## src/rtl/core/hil3_pkg.sv

```systemverilog
// shared types and constants for the 3d hilbert curve encoder
`timescale 1ns / 1ps

package hil3_pkg;

  // number of curve levels, one pipeline stage each
  localparam int unsigned LEVELS = 8;

  localparam int unsigned AXIS_W  = 8;
  localparam int unsigned OCT_W   = 3;
  localparam int unsigned INDEX_W = 24;

  // visiting order of each octant within one level
  localparam logic [OCT_W-1:0] ORDER_OF_OCTANT [2**OCT_W] = '{
    3'd0, 3'd7, 3'd1, 3'd6, 3'd3, 3'd4, 3'd2, 3'd5
  };

  // one point on its way down the levels
  typedef struct packed {
    logic [AXIS_W-1:0]  red;
    logic [AXIS_W-1:0]  green;
    logic [AXIS_W-1:0]  blue;
    logic [AXIS_W-1:0]  live;   // coordinate bits not yet consumed, msb first
    logic [INDEX_W-1:0] index;
  } hil3_item_t;

endpackage

```

## src/rtl/core/hil3_level.sv

```systemverilog
// one curve level: octant lookup, index append and axis rotation, registered
`timescale 1ns / 1ps

module hil3_level (
  input  logic               clk,
  input  logic               rst,
  input  logic               in_valid,
  output logic               in_ready,
  input  hil3_pkg::hil3_item_t in_item,
  output logic               out_valid,
  input  logic               out_ready,
  output hil3_pkg::hil3_item_t out_item
);

  logic [hil3_pkg::OCT_W-1:0]  oct;
  logic [hil3_pkg::AXIS_W-1:0] red_rot;
  logic [hil3_pkg::AXIS_W-1:0] green_rot;
  logic [hil3_pkg::AXIS_W-1:0] blue_rot;
  hil3_pkg::hil3_item_t        item_next;

  // once all eight coordinate bits are used the octant is zero
  assign oct = {in_item.red[hil3_pkg::AXIS_W-1], in_item.green[hil3_pkg::AXIS_W-1],
                in_item.blue[hil3_pkg::AXIS_W-1]}
               & {hil3_pkg::OCT_W{in_item.live[hil3_pkg::AXIS_W-1]}};

  always_comb begin
    red_rot   = in_item.red;
    green_rot = in_item.green;
    blue_rot  = in_item.blue;
    unique case (oct) inside
      3'd0: begin
        red_rot   = in_item.blue;
        green_rot = in_item.red;
        blue_rot  = in_item.green;
      end
      3'd1: begin
        green_rot = ~in_item.blue;
        blue_rot  = ~in_item.green;
      end
      3'd2, 3'd6: begin
        red_rot   = in_item.green;
        green_rot = in_item.blue;
        blue_rot  = in_item.red;
      end
      3'd3, 3'd7: begin
        red_rot   = in_item.green;
        green_rot = ~in_item.blue;
        blue_rot  = ~in_item.red;
      end
      3'd4, 3'd5: begin
        red_rot   = ~in_item.green;
        green_rot = ~in_item.red;
      end
      default: begin
      end
    endcase
  end

  // shift consumed bit out so the next level always reads the msb
  always_comb begin
    item_next.red   = {red_rot[hil3_pkg::AXIS_W-2:0], 1'b0};
    item_next.green = {green_rot[hil3_pkg::AXIS_W-2:0], 1'b0};
    item_next.blue  = {blue_rot[hil3_pkg::AXIS_W-2:0], 1'b0};
    item_next.live  = {in_item.live[hil3_pkg::AXIS_W-2:0], 1'b0};
    item_next.index = {in_item.index[hil3_pkg::INDEX_W-hil3_pkg::OCT_W-1:0],
                       hil3_pkg::ORDER_OF_OCTANT[oct]};
  end

  assign in_ready = !out_valid || out_ready;

  always_ff @(posedge clk) begin
    if (rst) begin
      out_valid <= 1'b0;
    end else if (in_ready) begin
      out_valid <= in_valid;
    end
  end

  always_ff @(posedge clk) begin
    if (in_ready && in_valid) begin
      out_item <= item_next;
    end
  end

endmodule

```

## src/rtl/core/hilbert_3d_encode_unit.sv

```systemverilog
// 3d hilbert curve encoder top level: one pipeline stage per curve level
`timescale 1ns / 1ps

// channel  direction  content
// s_*      in         point: red, green, blue
// m_*      out        curve_index
//
// one transaction per cycle sustained while m_tready stays high; one
// register stage per curve level
// each stage holds its item until the next stage takes it, so a stall at
// m_tready backs up stage by stage and bubbles are squeezed out
// rst clears every stage valid; data registers are not reset

module hilbert_3d_encode_unit (
  input  logic        clk,
  input  logic        rst,
  input  logic        s_tvalid,
  output logic        s_tready,
  input  logic [23:0] s_tdata,   // red [7:0], green [15:8], blue [23:16]
  output logic        m_tvalid,
  input  logic        m_tready,
  output logic [23:0] m_tdata    // curve_index [23:0]
);

  localparam int unsigned N = hil3_pkg::LEVELS;

  logic                 valid [N+1];
  logic                 ready [N+1];
  hil3_pkg::hil3_item_t item  [N+1];

  assign valid[0]      = s_tvalid;
  assign s_tready      = ready[0];
  assign item[0].red   = s_tdata[7:0];
  assign item[0].green = s_tdata[15:8];
  assign item[0].blue  = s_tdata[23:16];
  assign item[0].live  = '1;
  assign item[0].index = '0;

  for (genvar k = 0; k < N; k++) begin : g_level
    hil3_level u_level (
      .clk      (clk),
      .rst      (rst),
      .in_valid (valid[k]),
      .in_ready (ready[k]),
      .in_item  (item[k]),
      .out_valid(valid[k+1]),
      .out_ready(ready[k+1]),
      .out_item (item[k+1])
    );
  end

  assign ready[N] = m_tready;
  assign m_tvalid = valid[N];
  assign m_tdata  = item[N].index;

  // a free output means the whole chain can move
  a_ready_chain: assert property (@(posedge clk) disable iff (rst)
    m_tready |-> s_tready)
    else $error("input stalled while output is free");

  // input stalls only with a full first stage and a waiting result
  a_stall_cause: assert property (@(posedge clk) disable iff (rst)
    !s_tready |-> (valid[1] && m_tvalid && !m_tready))
    else $error("input stalled without backpressure");

  // an accepted transaction lands in the first stage
  a_enter: assert property (@(posedge clk) disable iff (rst)
    (s_tvalid && s_tready) |=> valid[1])
    else $error("accepted transaction lost at first stage");

  // a result leaves only when taken
  a_leave: assert property (@(posedge clk) disable iff (rst)
    (m_tvalid && !m_tready) |=> m_tvalid)
    else $error("result dropped without handshake");

endmodule

```

## config.mk

```make
export PLATFORM = sky130hd
export DESIGN_NAME = hilbert_3d_encode_unit
export DESIGN_NICKNAME = d
export VERILOG_FILES = /design/src/rtl/core/hil3_pkg.sv /design/src/rtl/core/hil3_level.sv /design/src/rtl/core/hilbert_3d_encode_unit.sv
export SDC_FILE = /design/constraint.sdc
export NUM_CORES = 1
export LEC_CHECK = 0
export BUFFER_PORTS_ARGS = -buffer_cell sky130_fd_sc_hd__buf_2
export CORE_MARGIN = 2
export CORE_UTILIZATION = 62
export DETAILED_ROUTE_END_ITERATION = 10
export GPL_TIMING_DRIVEN = 0
export PLACE_DENSITY = 0.81
export SYNTH_ARGS = -nofsm -noshare
export SYNTH_HDL_FRONTEND = slang
export SYNTH_SLANG_ARGS = --single-unit
```

## constraint.sdc

```tcl
create_clock -name clk -period 3.46 [get_ports clk]
set_input_delay 0.173 -clock clk [delete_from_list [all_inputs] [get_ports clk]]
set_output_delay 0.173 -clock clk [all_outputs]
set_load 0.02 [all_outputs]
```

After elaboration in Yosys (flattened, before gate mapping)
Memory sizes are Yosys's and may differ from the RTL's. A register that Yosys moved wholly into a read port is not among the register bits.
Index checks and enable logic that the tools add are counted.
{"block": "word_totals", "register_bits": 260, "romBits": 192, "in_bits": 28, "out_inout_bits": 26, "wordCells": 230, "memories": 8}
{"name": "(name not given)", "words": 8, "width": 3, "rd": 1, "rd_ports_with_merged_regs": 1, "wr": 0, "line_no": "hil3_level.sv:66", "rtl": "hil3_pkg::ORDER_OF_OCTANT[oct]};"}
{"name": "(name not given)", "words": 8, "width": 3, "rd": 1, "rd_ports_with_merged_regs": 1, "wr": 0, "line_no": "hil3_level.sv:66"}
{"name": "(name not given)", "words": 8, "width": 3, "rd": 1, "rd_ports_with_merged_regs": 1, "wr": 0, "line_no": "hil3_level.sv:66"}
{"name": "(name not given)", "words": 8, "width": 3, "rd": 1, "rd_ports_with_merged_regs": 1, "wr": 0, "line_no": "hil3_level.sv:66"}
{"name": "(name not given)", "words": 8, "width": 3, "rd": 1, "rd_ports_with_merged_regs": 1, "wr": 0, "line_no": "hil3_level.sv:66"}
{"name": "(name not given)", "words": 8, "width": 3, "rd": 1, "rd_ports_with_merged_regs": 1, "wr": 0, "line_no": "hil3_level.sv:66"}
{"name": "2 more memories"}
{"block": "classes", "order_cmp": 7, "n_eq_ne": 49, "muxes": 35, "bitwise": 29, "n_reduce_logical": 66}
{"cell": "$pmux 7 s4", "n": 14}
{"cell": "$not 7->7", "n": 21}
{"cell": "$pmux 7 s3", "n": 7}
{"cell": "$eq 3x3->1 const B", "n": 28}
{"cell": "$eq 3x2->1 const B", "n": 14}
{"cell": "$mux 3", "n": 14}
{"cell": "$reduce_or 2->1", "n": 21}
{"cell": "$not 3->4", "n": 8}
{"cell": "$ge 4x4->1 const B", "n": 7}
{"cell": "$reduce_or 4->1", "n": 7}
{"cell": "$eq 3x1->1 const B", "n": 7}
{"cell": "$logic_not 3->1", "n": 7}
{"cell": "$reduce_or 3->1", "n": 7}
{"cell": "$logic_and 1x1->1", "n": 8}
{"cell": "$logic_not 1->1", "n": 8}
{"cell": "$logic_or 1x1->1", "n": 8}

Longest topological paths before layout
Gate-level depths: netlist (run 1).
{"block": "logic_depth", "ltp_word": 10, "mapped_depth": 7}

Modules after synthesis
From an unflattened synthesis (run 1), not the netlist that was laid out.
{"block": "unflattened", "cells_unflattened": 1554, "area_unflattened_um2": 19890.3}
{"module": "hil3_level at g_level[3].u_level ...", "n_inst": 5, "cells_each": 194, "area_each_um2": 2484.9, "seq_area_each_um2": 1581.5}
{"module": "hil3_level at g_level[0].u_level ...", "n_inst": 3, "cells_each": 194, "area_each_um2": 2486.1, "seq_area_each_um2": 1581.5}
{"module": "hilbert_3d_encode_unit", "n_inst": 1, "cells_each": 2, "area_each_um2": 7.5, "seq_area_each_um2": 0.0}

Worst setup path before layout (run 1)
No wires, ideal clock.
{"block": "synth_path", "kind": "flip-flop to flip-flop", "from": "register g_level[7].u_level.out_valid", "to": "register g_level[4].u_level.out_item[0] (netlist name)", "setup_time_ps": 442, "t_arrival_ps": 2591, "setup_slack_ps": 427, "stages_incl_launch_ff": 4, "cell_sequence": "dfxtp_1 -> and4b_1 -> buf_2 -> a21boi_0"}
{"block": "synth_via", "elab_chain_cells": 6}
{"element": "start: declaration", "line_no": "hil3_level.sv:10", "rtl": "output logic out_valid,"}
{"element": "start signal: assignment", "line_no": "hil3_level.sv:75", "rtl": "out_valid <= in_valid;"}
{"element": "$logic_not 1->1", "line_no": "hil3_level.sv:69", "rtl": "assign in_ready = !out_valid || out_ready;"}
{"element": "$logic_or 1x1->1 (4 in series)", "line_no": "hil3_level.sv:69"}
{"element": "$logic_and 1x1->1", "line_no": "hil3_level.sv:80", "rtl": "if (in_ready && in_valid) begin"}
Every way passes these cells.
A chain may end at the register's enable or synchronous reset.

==> summary by stage, run 1 <==
Synthesis
The number of different library cells used by synthesis comes to 59. For this run, the leading register cell type out of synthesis is sky130_fd_sc_hd__edfxtp_1. The cell area after synthesis is 10440 um^2. The mean instance size in the synthesized netlist is 12.57 um^2. The number of flops mapped to enable cells by yosys is 192. The number of nets in the synthesized netlist is 886.

The number of warnings reported in the yosys synthesis log is 0. The flip-flop and latch count after synthesis is 200. After technology mapping, the gate count stands at 830. For this run, asynchronously set or reset flops after synthesis account for 0%. Sequential cells were found to cover 56.78% of the synthesized design area.

Setup path
The worst path buffer plus inverter count is 2. At the worst endpoint, the arrival time is 2350 ps. Along the worst path, the maximum fanout reaches 10. The endpoint identified for the worst register-to-register timing path is g_level[1].u_level.out_item[53]$_DFFE_PP_. Walking the worst path, the cells encountered are inv_1 > ha_1 > o21ai_0 > buf_2 > a2bb2oi_1 > o211ai_1. STA classifies the critical path startpoint as a flop.

The cell family contributing the most delay on the critical path is compound AO/OA/AOI/OAI gates. The worst-case register-to-register setup slack is 1280 ps. The delay contributed by the slowest stage of the critical path is 450 ps. The critical register-to-register path startpoint is g_level[0].u_level.out_item[39]$_DFFE_PP_.

Tracing the worst setup path back leads to its startpoint at g_level[0].u_level.out_item[39]$_DFFE_PP_. The worst path required time is 3630 ps. The type of element capturing the critical path is a flop. The number of cells on the worst reg-to-reg path is 6. The slowest stage of the critical path belongs to the cell sky130_fd_sc_hd__edfxtp_1. The worst setup path category is flop to flop.

Timing
The worst hold margin is 33.44 ps. The final number of hold-violating endpoints is 0. The final setup violation count is 0.

The number of pins with negative max-slew slack in the final report was 0. The fmax is 459.5 MHz. In the post-route analysis, the smallest setup slack over all paths is 1284 ps. The worst relative slew slack is 26.45%. The portion of the clock cycle consumed by the worst path in the final layout is 62.89%. Setup repair after global routing left no endpoint under its margin. Counting I/O delays and the setup requirement, the final critical path takes 2176 ps. Across the routed clock network, the largest skew measured is 13.56 ps. The transition time of the tightest slew-check pin is 1103 ps.

Routing
The routed metal-1 wire length is 8736 um. The remaining number of nets flagged by the antenna check after routing is 0. In the routed layout, each cell is associated on average with a via count of 6.291. The routed design uses 982 um of met3 wire. The overall via count from detail_route is 7184. The count of routing violations after the opening detailed-route iteration is 649.

The first detailed-routing pass took 5 iterations. The final layout contains routed wiring with a total length of 21010 um. In the routed design, unresolved DRC markers number 0. In the final routed layout, each cell accounts on average for 18.39 um. The total met2 wirelength after detailed routing is 10720 um. The highest signal layer in the routed design is met4.

Floorplanning
The floorplan step set the die height to 133.7 um. The die is 133.7 um wide. The die covers 17890 um^2. Once the floorplan was initialized, standard cells occupied 63.16% of the core. The standard cell core area is 16520 um^2. In this run the core area contains 47 standard-cell rows. During I/O placement, the number of pins put on the boundary was 54.

Finish
The finished layout holds 1142 standard cells, fillers aside. The total area of multi-input combinational cells is 4048 um^2. For this run, the share of the core covered by cells in the final layout is 70.75%. The synthesis-to-finish area growth is 12.02%. Across the whole layout, storage elements account for 5926 um^2. The net total in the final layout is 965. The number of filler cells placed in the layout is 1124. The layout cell share with drive strength beyond 1 is 18.22%. The number of antenna diodes in the final layout is 0.

Clock network
The maximum level of the CTS H-tree is 4. TritonCTS built the clock tree. In this run, CTS created clock tree buffers numbering 17. The clock-pin transition on the worst setup and hold timing paths is 80 ps. The maximum number of buffers from clock root to sink is 2. The total number of clock tree sinks is 200. The clock latency reported for the late side of the worst-skew pair is 440 ps.

The tree is rooted in a sky130_fd_sc_hd__clkbuf_16.

Hold path
The hold path startpoint is s_tvalid. The kind of path behind the tightest hold check is input pin to flop. The worst hold path terminates at g_level[0].u_level.out_valid$_SDFFE_PP0P_. The worst hold path was traced through 3 stages.

Power
In this run the static leakage power is 4.408 nW. IR analysis of the VDD net gives a maximum drop of 0.3165 mV. Power spread over the standard cell area amounts to 475.8 nW/um^2.

Global route
The global routing usage summed across all routing layers is 24.17%. For this run the aggregate overflow at the end of global routing stands at 0. The initial antenna violation count was 0. The pin count of the biggest net entering global routing is 25. The via count of the first global-routing pass came to 6911. The first global-routing pass estimated 34190 um of wire.

Placed design
The port buffer count is 52. Prior to clock tree synthesis, the placed netlist has a worst setup slack of 1375 ps. At the end of routability-driven placement, the weighted congestion stood at 0.9380. Including well taps, the total number of placed cells is 1109. The half-perimeter wire length after placement is 14660 um.

Run status
The run finished with clean final reports.

Job
The max capacitance violation total is 0.
==> sequential cells by signal (all words and copies together), names as in the netlist <==
signal	flops
g_level.u_level.out_item	192
g_level.u_level.out_valid	8
==> layout by cell type (no fill, tap or decap), drive strengths merged, types with 10 or more instances in the layout <==
cell type  count
o211ai        10
nor2          39
mux2          25
xor2          40
ha            28
a31oi         14
o21ai         22
nand2         23
nor3          22
mux2i         69
nor2b         18
o221ai        34
buf           94
edfxtp       192
a221oi        21
a21oi         42
nand2b        10
inv           56
clkbuf        38
a22oi         27
==> stage by stage <==
step                      instance area, um^2  power, mW  setup TNS, ps
after floorplan                         10440      3.446              0
after global routing                    11690      5.758              0
after detailed placement                11100      3.660              0
after CTS                               11690      5.575              0
after global placement                  10970      3.631          -6398
final                                   11690      5.563              0
==> cells in the mapped netlist (18+ instances only) <==
library cell	instances	share of area, %
sky130_fd_sc_hd__nor2b_1	18	1.1
sky130_fd_sc_hd__a221oi_1	21	1.8
sky130_fd_sc_hd__nand2_1	23	0.83
sky130_fd_sc_hd__o21ai_0	18	0.86
sky130_fd_sc_hd__mux2_2	25	2.7
sky130_fd_sc_hd__inv_1	47	1.7
sky130_fd_sc_hd__edfxtp_1	192	55
sky130_fd_sc_hd__nor3_1	22	1.1
sky130_fd_sc_hd__buf_2	20	0.96
sky130_fd_sc_hd__o221ai_1	34	2.9
sky130_fd_sc_hd__a21oi_1	42	2.0
sky130_fd_sc_hd__ha_1	28	3.4
sky130_fd_sc_hd__mux2i_1	69	6.6
sky130_fd_sc_hd__nor2_1	39	1.4
sky130_fd_sc_hd__a22oi_1	27	1.9
sky130_fd_sc_hd__clkbuf_1	18	0.65
sky130_fd_sc_hd__xor2_1	40	3.4
==> cells by family (layout without fill, tap and decap cells) <==
kind of cell,after synthesis,in the layout,synth area share [%]
compound gates,211,211,14.65
flops,200,200,56.78
simple gates,156,156,7.829
buf+inv,101,193,4.712
mux,94,94,9.315
xor+xnor,40,40,3.357
fa+ha+maj,28,28,3.357
==> cell type report <==
| cell class | count | area share, % |
|---|---|---|
| buffer | 54 | 2.697 |
| clock inverter | 13 | 1.199 |
| multi-input combinational | 529 | 34.62 |
| tap | 220 | 2.354 |
| timing repair buffer | 60 | 3.146 |
| sequential | 200 | 50.68 |
| clock buffer | 19 | 3.789 |
| inverter | 47 | 1.509 |
==> how the worst max path moves through the flow <==
stage                                                endpoint  slack, ps  depth (start not counted)
finish              g_level[1].u_level.out_item[53]$_DFFE_PP_       1280                          6
detailed placement  g_level[4].u_level.out_item[37]$_DFFE_PP_       1380                          6
global route        g_level[2].u_level.out_item[39]$_DFFE_PP_       1180                          5
global placement    g_level[4].u_level.out_item[46]$_DFFE_PP_       -150                          3
CTS                 g_level[4].u_level.out_item[37]$_DFFE_PP_       1320                          6
floorplan            g_level[4].u_level.out_item[0]$_DFFE_PP_        430                          3
==> worst min-delay path, stage by stage <==
cell and delay (ps):
sky130_fd_sc_hd__buf_2 100, sky130_fd_sc_hd__inv_1 70, sky130_fd_sc_hd__a21oi_1 70
==> where the power goes <==
| group | total [mW] | internal (mW) | switching (mW) |
|---|---|---|---|
| logic | 0.774 | 0.332 | 0.443 |
| clock network | 1.93 | 0.988 | 0.940 |
| registers | 2.86 | 2.77 | 0.0917 |
| total | 5.56 | 4.09 | 1.47 |
==> layer usage <==
metal,track usage [%],up-vias
li1,-,3376
met1,29.87,3490
met2,42.45,267
met3,3.196,51
met4,10.87,0
met5,0,-
==> timing repair <==
item                      in CTS  in global routing
hold buffers                   1                  0
setup buffers                  0                  0
gates resized for setup        0                  0
hold endpoints to repair       1                  0
Note: power is estimated with default switching activity, not from simulation.
==> run 2, diff against run 1 <==
--- a/config.mk
+++ b/config.mk
@@ -7,10 +7,10 @@
 export LEC_CHECK = 0
 export BUFFER_PORTS_ARGS = -buffer_cell sky130_fd_sc_hd__buf_2
 export CORE_MARGIN = 2
-export CORE_UTILIZATION = 62
+export CORE_UTILIZATION = 56
 export DETAILED_ROUTE_END_ITERATION = 10
 export GPL_TIMING_DRIVEN = 0
-export PLACE_DENSITY = 0.81
+export PLACE_DENSITY = 0.77
 export SYNTH_ARGS = -nofsm -noshare
 export SYNTH_HDL_FRONTEND = slang
 export SYNTH_SLANG_ARGS = --single-unit
==> constraint.sdc (replaced) <==
create_clock -name clk -period 2 [get_ports clk]
set_input_delay 0.1 -clock clk [delete_from_list [all_inputs] [get_ports clk]]
set_output_delay 0.1 -clock clk [all_outputs]
set_load 0.02 [all_outputs]
==> summary by stage, run 2 (same netlist as run 1, synthesis figures left out) <==
Clock network
The CTS buffer count is 17. The clock latency reported for the late side of the worst-skew pair is 440 ps. The maximum number of buffers from clock root to sink is 2.

After clock tree synthesis, the clock-pin slew on the worst setup and hold paths is 80 ps. The maximum level of the CTS H-tree is 4. The TritonCTS clock tree is yes.

The total number of clock tree sinks is 200. The tree is rooted in a sky130_fd_sc_hd__clkbuf_16.

Floorplanning
The width of the die is 140.5 um. The total die area is 19740 um^2. The standard cell core area is 18150 um^2. Once the floorplan was initialized, standard cells occupied 57.51% of the core. The die is 140.5 um tall. After floorplanning, the core was divided into 49 placement rows.

Pin placement for this block handled 54 I/O pins.

Timing
The worst relative slew slack is 26.04%. The final number of hold-violating endpoints is 0. The worst path in the final design needs a cycle of 1983 ps, including I/O delays and setup. The transition time of the tightest slew-check pin is 1104 ps. For the final database, setup skew stands at 11.79 ps.

The fmax is 504.4 MHz. Setup repair after global routing could not meet its margin everywhere. The portion of the clock cycle consumed by the worst path in the final layout is 99.13%. Setup violations remaining at the end of the flow were counted as 0. The number of pins with negative max-slew slack in the final report is 0. The final total negative setup slack is 0 ps.

Global route
The via count of the first global-routing pass was 6698. The global-route wire length before repair is 33430 um. Entering global routing, the biggest net connects 25 pins.

The global routing usage summed across all routing layers is 21.19%. After global routing the overflow that remains totals 0. The initial antenna violation count is 0.

Placed design
In this run the tool buffered the top-level ports with 52 buffer cells. The placed standard-cell area is 11070 um^2. The half-perimeter wire length after placement is 14230 um. Routability-driven placement finished with a final weighted congestion of 0.8979.

Setup path
The worst setup path is launched from a flop. The worst setup path is of the flop to flop kind. STA puts the critical path data required time at 2170 ps. STA classifies the critical path endpoint as a flop. Data on the critical path arrives at its endpoint at 2160 ps. The biggest fanout along the worst timing path is 10.

Power
The power share of the clock group is 35.3%. The standby leakage power is 4.454 nW. Registers are responsible for 50.6% of the overall power.

The net switching component of the power is 2.636 mW. The power after layout is 9.779 mW. The total power per unit cell area is 826.9 nW/um^2. The maximum resistive drop on vdd is 0.6561 mV. Combinational cells account for 14.1% of the total power. The switching share of total power is 26.95%. Cell internal power was estimated by the tool at 7.143 mW.

Finish
The most common cell after layout, fill and taps aside is sky130_fd_sc_hd__edfxtp_1. Once layout is done, the placed cells without fillers occupy 11830 um^2. In the final design database the tool counted 965 nets. The flip-flop count of the largest register after layout is 192. In the layout the commonest cells are sky130_fd_sc_hd__edfxtp_1 (192), sky130_fd_sc_hd__buf_2 (73), sky130_fd_sc_hd__mux2i_1 (69), sky130_fd_sc_hd__inv_1 (47), sky130_fd_sc_hd__a21oi_1 (42). In the final layout, the registers with the most flip-flops are g_level.u_level.out_item x192, g_level.u_level.out_valid x8.

Ranked by flip-flop count, first place goes to g_level.u_level.out_item. The area growth from synthesis to layout is 13.32%. The number of antenna diodes in the final layout is 0. The number of filler cells placed in the layout is 1337. Cells with a size suffix above 1 make up 20.61% of the layout.

Routing
The detail route stage leaves a number of antenna-violating nets equal to 0. The post-detailed-route DRC marker count is 0. The number of search-and-repair iterations in the first detailed-routing pass is 5. The final route contains 7083 vias. The per-cell via count in the routed design is 6.154. The overall routed net length is 20380 um. The average wire per standard cell is 17.71 um. After the first detailed-routing iteration, the DRC count stood at 542.

Job
The max capacitance violation total is 0.

Run status
The run finished with clean final reports.

Hold path
The kind of path behind the tightest hold check is input pin to flop.
run 2: changes by cell type in the layout (fill, tap and decap cells not counted), sizes merged:
cell	previous run	this run
buf	94	95
clkinv	4	5
dlygate4sd3	1	3
clkbuf	38	34
run 2: through the flow:
step / utilization (%) / instances / hold WS [ps] / setup WS (ps)
2_1_floorplan: - / 830 / 198.9 / -409.5
3_3_place_gp: 60.60 / 1111 / 355.7 / -762.0
3_5_place_dp: 61.01 / 1115 / 356.7 / -308.7
4_1_cts: 64.73 / 1150 / 3.854 / 1.859
5_1_grt: 65.17 / 1151 / 47.05 / -11.34
6_report: 65.17 / 1151 / 20.11 / 17.50
run 2: timing repair:
action / CTS / global route
hold buffers: 3 / 0
pin swaps: 0 / 1
endpoints found under the hold margin: 6 / 0
resized for setup: 8 / 36
setup buffers: 0 / 2
endpoints found under the setup margin: 59 / 85
run 2: layout make-up:
type	instances	area (um^2)	share of cell area (%)
flip-flops and latches	200	5926	50.11
multi-input cells	529	4126	34.89
clock buffers	18	439.2	3.714
repair buffers	61	365.4	3.089
plain buffers	53	324.1	2.740
well taps	229	286.5	2.423
clock inverters	14	182.7	1.545
inverters	47	176.4	1.492
run 2: final timing paths:
path | start | cells after the start | endpoint | slack [ps]
max | g_level[0].u_level.out_item[39]$_DFFE_PP_ | 6 | g_level[1].u_level.out_item[45]$_DFFE_PP_ | 20
min | m_tready | 4 | g_level[7].u_level.out_valid$_SDFFE_PP0P_ | 20
max reg2reg | g_level[0].u_level.out_item[39]$_DFFE_PP_ | 6 | g_level[1].u_level.out_item[45]$_DFFE_PP_ | 20
min reg2reg | g_level[3].u_level.out_item[4]$_DFFE_PP_ | 0 | g_level[4].u_level.out_item[7]$_DFFE_PP_ | 420
run 2: routing by layer:
layer	routed length [um]	GRT usage, %
met4	437	7.000
met5	0	0
met3	1013	4.239
met1	8944	27.73
met2	9985	35.76
run 2: power groups by stage:
stage | clock (mW) | combinational (mW) | sequential (mW)
2_1_floorplan | 0 | 0.968 | 4.99
3_3_place_gp | 0 | 1.26 | 5.04
3_5_place_dp | 0 | 1.29 | 5.04
4_1_cts | 3.51 | 1.31 | 4.95
5_1_grt | 3.68 | 1.51 | 4.97
6_report | 3.45 | 1.37 | 4.95
run 2: worst max-delay path, stage by stage, from the launching register on:
cell                       delay [ps]
sky130_fd_sc_hd__edfxtp_1         460
sky130_fd_sc_hd__buf_4            180
sky130_fd_sc_hd__ha_4             180
sky130_fd_sc_hd__or4_4            550
sky130_fd_sc_hd__buf_6            170
sky130_fd_sc_hd__nor2_1           100
sky130_fd_sc_hd__a21oi_1           80
